==> src/design/vfrt_pkg.sv <==
`default_nettype none
// ----------------------------------------------------------------------------
// vfrt_pkg
// Shared types and constants for the flood replication table.
// ----------------------------------------------------------------------------
package vfrt_pkg;

    localparam int TABLE_ENTRIES = 64;
    localparam int IDX_W = (TABLE_ENTRIES > 1) ? $clog2(TABLE_ENTRIES) : 1;
    localparam int CNT_W = $clog2(TABLE_ENTRIES + 1);
    localparam logic [31:0] VNI_MAX = 32'h00FF_FFFF;

    localparam logic [2:0] OP_ADD      = 3'd0;
    localparam logic [2:0] OP_SET_PORT = 3'd1;
    localparam logic [2:0] OP_DELETE   = 3'd2;
    localparam logic [2:0] OP_DISTRIB  = 3'd3;
    localparam logic [2:0] OP_DUMP     = 3'd4;

    localparam logic [2:0] ST_OK        = 3'd0;
    localparam logic [2:0] ST_BAD_VNI   = 3'd1;
    localparam logic [2:0] ST_DUP       = 3'd2;
    localparam logic [2:0] ST_NOT_FOUND = 3'd3;
    localparam logic [2:0] ST_FULL      = 3'd4;

    typedef enum logic [2:0] {
        S_IDLE,
        S_SCAN,
        S_WRITE,
        S_STATUS,
        S_EMIT,
        S_FLUSH
    } state_t;

    // Controller to datapath commands
    typedef struct packed {
        logic load;       // capture the input transaction
        logic scan_clr;   // restart the slot sweep
        logic scan_step;  // read next slot
        logic commit;     // apply add/set/delete at its slot
        logic send_stat;  // load the status result into the output register
        logic send_copy;  // load the pending copy/dump result into the output register
        logic last;       // mark the loaded result as the final one
    } cmd_t;

    // Datapath to controller status
    typedef struct packed {
        logic       scan_done;  // every slot has been read
        logic       rd_valid;   // a read slot is presented this cycle
        logic       rd_hit;     // that slot produces a result
        logic       out_busy;   // output register still holds a result
        logic       have_pend;  // a result is waiting for its last flag
        logic [2:0] op;
    } stat_t;

endpackage
`default_nettype wire

==> src/design/vfrt_ctrl.sv <==
`default_nettype none
// ----------------------------------------------------------------------------
// vfrt_ctrl
// Sequencer: sweeps the table once per transaction and issues its results.
// ----------------------------------------------------------------------------
module vfrt_ctrl (
    input  wire logic            clk,
    input  wire logic            rst_n,
    input  wire logic            in_fire,
    output logic                 in_ready,
    input  wire vfrt_pkg::stat_t st,
    output vfrt_pkg::cmd_t       cmd
);

    vfrt_pkg::state_t state_reg, state_next;

    always_ff @(posedge clk or negedge rst_n)
    begin
        if (!rst_n)
            state_reg <= vfrt_pkg::S_IDLE;
        else
            state_reg <= state_next;
    end

    always_comb
    begin
        state_next = state_reg;
        unique case (state_reg)
            vfrt_pkg::S_IDLE:
                if (in_fire)
                    state_next = vfrt_pkg::S_SCAN;
            vfrt_pkg::S_SCAN:
                if (st.scan_done && !st.rd_valid)
                begin
                    if (st.op == vfrt_pkg::OP_ADD || st.op == vfrt_pkg::OP_SET_PORT
                        || st.op == vfrt_pkg::OP_DELETE)
                        state_next = vfrt_pkg::S_WRITE;
                    else
                        state_next = vfrt_pkg::S_IDLE;
                end
                else if (st.op == vfrt_pkg::OP_DISTRIB || st.op == vfrt_pkg::OP_DUMP)
                    state_next = vfrt_pkg::S_EMIT;
            vfrt_pkg::S_EMIT:
                if (st.scan_done && !st.rd_valid)
                    state_next = vfrt_pkg::S_FLUSH;
            vfrt_pkg::S_FLUSH:
                if (!st.out_busy)
                    state_next = vfrt_pkg::S_IDLE;
            vfrt_pkg::S_WRITE:
                state_next = vfrt_pkg::S_STATUS;
            vfrt_pkg::S_STATUS:
                if (!st.out_busy)
                    state_next = vfrt_pkg::S_IDLE;
            default:
                state_next = vfrt_pkg::S_IDLE;
        endcase
    end

    always_comb
    begin
        cmd = '0;
        in_ready = 1'b0;
        unique case (state_reg)
            vfrt_pkg::S_IDLE:
            begin
                in_ready = !st.out_busy;
                cmd.load = in_fire;
                cmd.scan_clr = in_fire;
            end
            vfrt_pkg::S_SCAN:
                cmd.scan_step = 1'b1;
            vfrt_pkg::S_EMIT:
            begin
                // a hit waits until the previous pending result can move out
                cmd.scan_step = !(st.rd_valid && st.rd_hit && st.have_pend && st.out_busy);
                cmd.send_copy = 1'b0;
            end
            vfrt_pkg::S_FLUSH:
            begin
                cmd.send_copy = st.have_pend && !st.out_busy;
                cmd.last = 1'b1;
            end
            vfrt_pkg::S_WRITE:
                cmd.commit = 1'b1;
            vfrt_pkg::S_STATUS:
            begin
                cmd.send_stat = !st.out_busy;
                cmd.last = 1'b1;
            end
            default: ;
        endcase
    end

    a_ready_idle: assert property (@(posedge clk) disable iff (!rst_n)
        in_ready |-> state_reg == vfrt_pkg::S_IDLE)
        else $error("ready outside idle");
    a_commit_once: assert property (@(posedge clk) disable iff (!rst_n)
        cmd.commit |=> !cmd.commit)
        else $error("double commit");
    a_load_idle: assert property (@(posedge clk) disable iff (!rst_n)
        cmd.load |=> state_reg == vfrt_pkg::S_SCAN)
        else $error("load without scan");

endmodule
`default_nettype wire

==> config.mk <==
export PLATFORM = sky130hd
export DESIGN_NAME = vfrt_ctrl
export DESIGN_NICKNAME = d
export VERILOG_FILES = /design/src/design/vfrt_pkg.sv /design/src/design/vfrt_ctrl.sv
export SDC_FILE = /design/constraint.sdc
export NUM_CORES = 1
export LEC_CHECK = 0
export BUFFER_PORTS_ARGS = -buffer_cell sky130_fd_sc_hd__buf_2
export CORE_AREA = 2 2 39 41
export DETAILED_ROUTE_END_ITERATION = 6
export DIE_AREA = 0 0 41 43
export PLACE_DENSITY = 0.56
export SYNTH_ARGS = -nofsm -noshare
export SYNTH_HDL_FRONTEND = slang
export SYNTH_SLANG_ARGS = --single-unit
==> constraint.sdc <==
create_clock -name clk -period 2.2 [get_ports clk]
set_clock_uncertainty 0.2 [all_clocks]
set_input_delay 0.11 -clock clk [delete_from_list [all_inputs] [get_ports clk]]
set_output_delay 0.11 -clock clk [all_outputs]
set_load 0.02 [all_outputs]
# ---- Yosys cells after proc, flatten, opt, wreduce, memory -nomap -nowiden
# Cells that the tools add are included.
dict set report word_totals {
  inputBits 11
  register_bits 3
  rom_bits 0
  wordCells 43
  memories 0
  out_inout_bits 8
  ramBits 0
  latch_bits 0
}
dict set report op_classes {
  n_mul 0
  div 0
  reduce_logical 15
  addsub 0
  shifts 0
  magnitude_cmp 0
  n_eq_ne 13
  muxes 14
  bitwise 0
}
# cell n
set ops {}
lappend ops {{$mux W3} 5}
lappend ops {{$pmux W3 S5} 1}
lappend ops {{$eq A3 B2 Y1 const B} 4}
lappend ops {{$eq A3 B3 Y1 const B} 3}
lappend ops {{$eq A3 B1 Y1 const B} 2}
lappend ops {{$logic_not A3 Y1} 2}
lappend ops {{$ne A2 B2 Y1 const B} 3}
lappend ops {{$logic_and A1 B1 Y1} 5}
lappend ops {{$mux W1} 5}
lappend ops {{$mux W2} 2}
lappend ops {{$reduce_and A4 Y1} 1}
lappend ops {{$logic_not A1 Y1} 3}
lappend ops {{$logic_or A1 B1 Y1} 3}
lappend ops {{$ne A3 B3 Y1 const B} 1}
lappend ops {{$pmux W1 S2} 1}
lappend ops {{$reduce_or A2 Y1} 1}

# ---- Longest topological paths before layout
dict set report logic_depth {
  ltp_word 6
  depth_mapped 5
  ltp_nobuf 4
}

# ---- Worst setup path before layout
# No wires, ideal clock.
dict set report synth_path {
  path_kind {reg-to-output}
  startpoint {register state_reg[1]}
  endpoint {output cmd[6] (netlist name)}
  required_ns 1.890
  t_arrival_ns 1.476
  path_slack_ns 0.414
  n_path_buf 2
  path_stages_with_launch 4
  path_cell_list {dfrtp_1 clkbuf_1 nor3b_1 buf_4}
}
# item line_no
set synth_rtl {}
lappend synth_rtl {{from (decl)} vfrt_ctrl.sv:15} ;# vfrt_pkg::state_t state_reg, state_next;
lappend synth_rtl {{from (signal assigned)} vfrt_ctrl.sv:20} ;# state_reg <= vfrt_pkg::S_IDLE;
lappend synth_rtl {{from (signal assigned)} vfrt_ctrl.sv:22} ;# state_reg <= state_next;
lappend synth_rtl {{to (decl)} vfrt_ctrl.sv:12} ;# output vfrt_pkg::cmd_t cmd

==> flow_summary.ini <==
[logic_synthesis]
synth-seq-area-share = 0.229
syn_area_um2 = 328
synth_top_area_cell = dfrtp_1
ys_types = 26
syn-num-nets = 50
synth-seq-cells = 3
yosysWarningCount = 0
synth_common_cells = nand2b_1, nor2_1, dfrtp_1, nand2_1
postSynthCellCount = 39
synth_area_leaders = dfrtp_1, nand2b_1, a2111oi_2
yosysTopAreaCellShare = 0.229
syn_avg_cell_area_um2 = 8.41
ys_async_sr_fraction = 1.00
synth_edf_count = 0
ys_dominant_reg_cell = dfrtp_1

[route]
wl_per_cell_um = 9.40
first_pass_iters = 4
drt_wl_total_um = 724
drc_errors = 0
ant_nets = 0
avgViaCountPerCell = 4.38
first_iter_violations = 3
dr_total_vias = 337

[sta]
hold_viol_final = 0
rsz0062_at_grt = no
period_minus_slack_ps = 1740
max_slew_margin = 0.768
worst_slew_pin_slew_ps = 347
slew_violations = 0
timing.hold.ws_ps = 56.2
max_freq_mhz = 575
setup_viol_count_final = 0
setup_tns_ps = 0
finalCritPeriodShare = 0.791

[setup_path]
setup.worst_path.end_class = output pin
critPathLaunch = state_reg[2]$_DFFE_PN0P_
timing.critical_path.to = cmd[6]
r2r_end = state_reg[0]$_DFFE_PN0P_
crit_fanout = 11
rr_startpoint = state_reg[2]$_DFFE_PN0P_
reg2reg_slack_ps = 470
setup.worst_path.start_class = flop
arrival_ps = 1430
rr_worst_depth = 4
critPathKind = reg -> out
cp.required_ps = 1890

[power]
p_leak_nw = 0.227
ir_worst_vdd_mv = 0.505
cellPowerDensity_nw_per_um2 = 1260

[layout]
area_growth_pct = 44.7
drive_gt1_frac = 0.443
largest_reg_flops = 3
final_net_count = 73
n_antenna_cell = 0

[floorplan]
num_io_pins = 19
start_util = 0.237
die_h_um = 43
coreArea_um2 = 1380
dieArea_um2 = 1760
die_x_um = 41
rows = 14

[cts]
cts.root.buffer_cell = clkbuf_4
htreeDepth = 1
clkTransAtPathRegs_ps = 30
cts.sinks = 3
clk_path_buf_depth = 2
cts_setup_buffers = 0
clk_latency_ps = 230
cts_buffers = 3
cts_tree = yes

[grt]
grt_pass1_vias = 328
grt_pass1_wl_um = 1220
gr-usage-all-layers = 0.0996
antenna_found_initial = 0
grt_max_degree = 12
grt_overflow_total = 0

[job]
cap_violations = 0

[hold_path]
hold_class = in -> reg
worstHoldStart = st[0]

[place]
portBuffers = 18
hpwl_um = 573
place.gp.congestion = 0.787

[status]
outcome = complete, no violations
-- metal layers --
metal	share of wire	GRT usage
met1	0.51	0.136
met2	0.41	0.141
met3	0.084	0.0471
met4	0	0.0200
met5	0	0
-- logic make-up after synthesis --
family	Yosys count	share of synthesized area
simple gates	22	0.401
compound gates	7	0.202
buf+inv	5	0.0954
flops	3	0.229
xor+xnor	1	0.0267
mux	1	0.0458
-- cell type report --
type	count	area [um^2]
inverters	1	3.75
clock buffers	4	26.3
multi-input cells	31	221
well taps	16	20.0
flip-flops and latches	3	75.1
repair buffers	22	128
fillers	150	910
-- report_power, final --
group | switching (mW) | total [mW] | internal, mW
clock | 0.0281 | 0.0961 | 0.0679
sequential | 0.0621 | 0.142 | 0.0800
combinational | 0.190 | 0.361 | 0.171
-- per-stage QoR --
stage	std cells	utilization	setup WS (ps)	total power [mW]	instance area, um^2
floorplan	39	-	414	0.441	328
global placement	70	0.302	469	0.501	418
detailed placement	70	0.302	459	0.503	418
CTS	77	0.343	446	0.610	474
global route	77	0.343	343	0.657	474
finish	77	0.343	460	0.600	474
-- critical path, cell delays in order (launching register included) --
cell     delay [ps]
dfrtp_1         490
nor2b_1         220
nor3b_1         280
buf_2           220
-- worst min path at each step --
stage                                     endpoint  slack, ps  cells past startpoint
after CTS                 state_reg[2]$_DFFE_PN0P_         50                      3
after global placement    state_reg[1]$_DFFE_PN0P_       -290                      1
after floorplan           state_reg[0]$_DFFE_PN0P_       -390                      0
after global routing      state_reg[2]$_DFFE_PN0P_         50                      3
after detailed placement  state_reg[1]$_DFFE_PN0P_       -290                      1
final                     state_reg[2]$_DFFE_PN0P_         60                      3
-- cells in the final DEF (no fill, tap or decap), types with 2 or more instances in the layout --
master / n
nand2_1: 3
nand2b_1: 4
nor2_1: 4
buf_2: 18
nor2b_1: 2
dlygate4sd3_1: 3
a21oi_1: 2
dfrtp_1: 3
nand3b_1: 2
clkbuf_4: 3
-- timing repair --
| item | in CTS | in global routing |
|---|---|---|
| resized for setup | 0 | 0 |
| endpoints found under the hold margin | 4 | 0 |
| hold buffers | 3 | 0 |
Power figures use the tool's default switching activity.
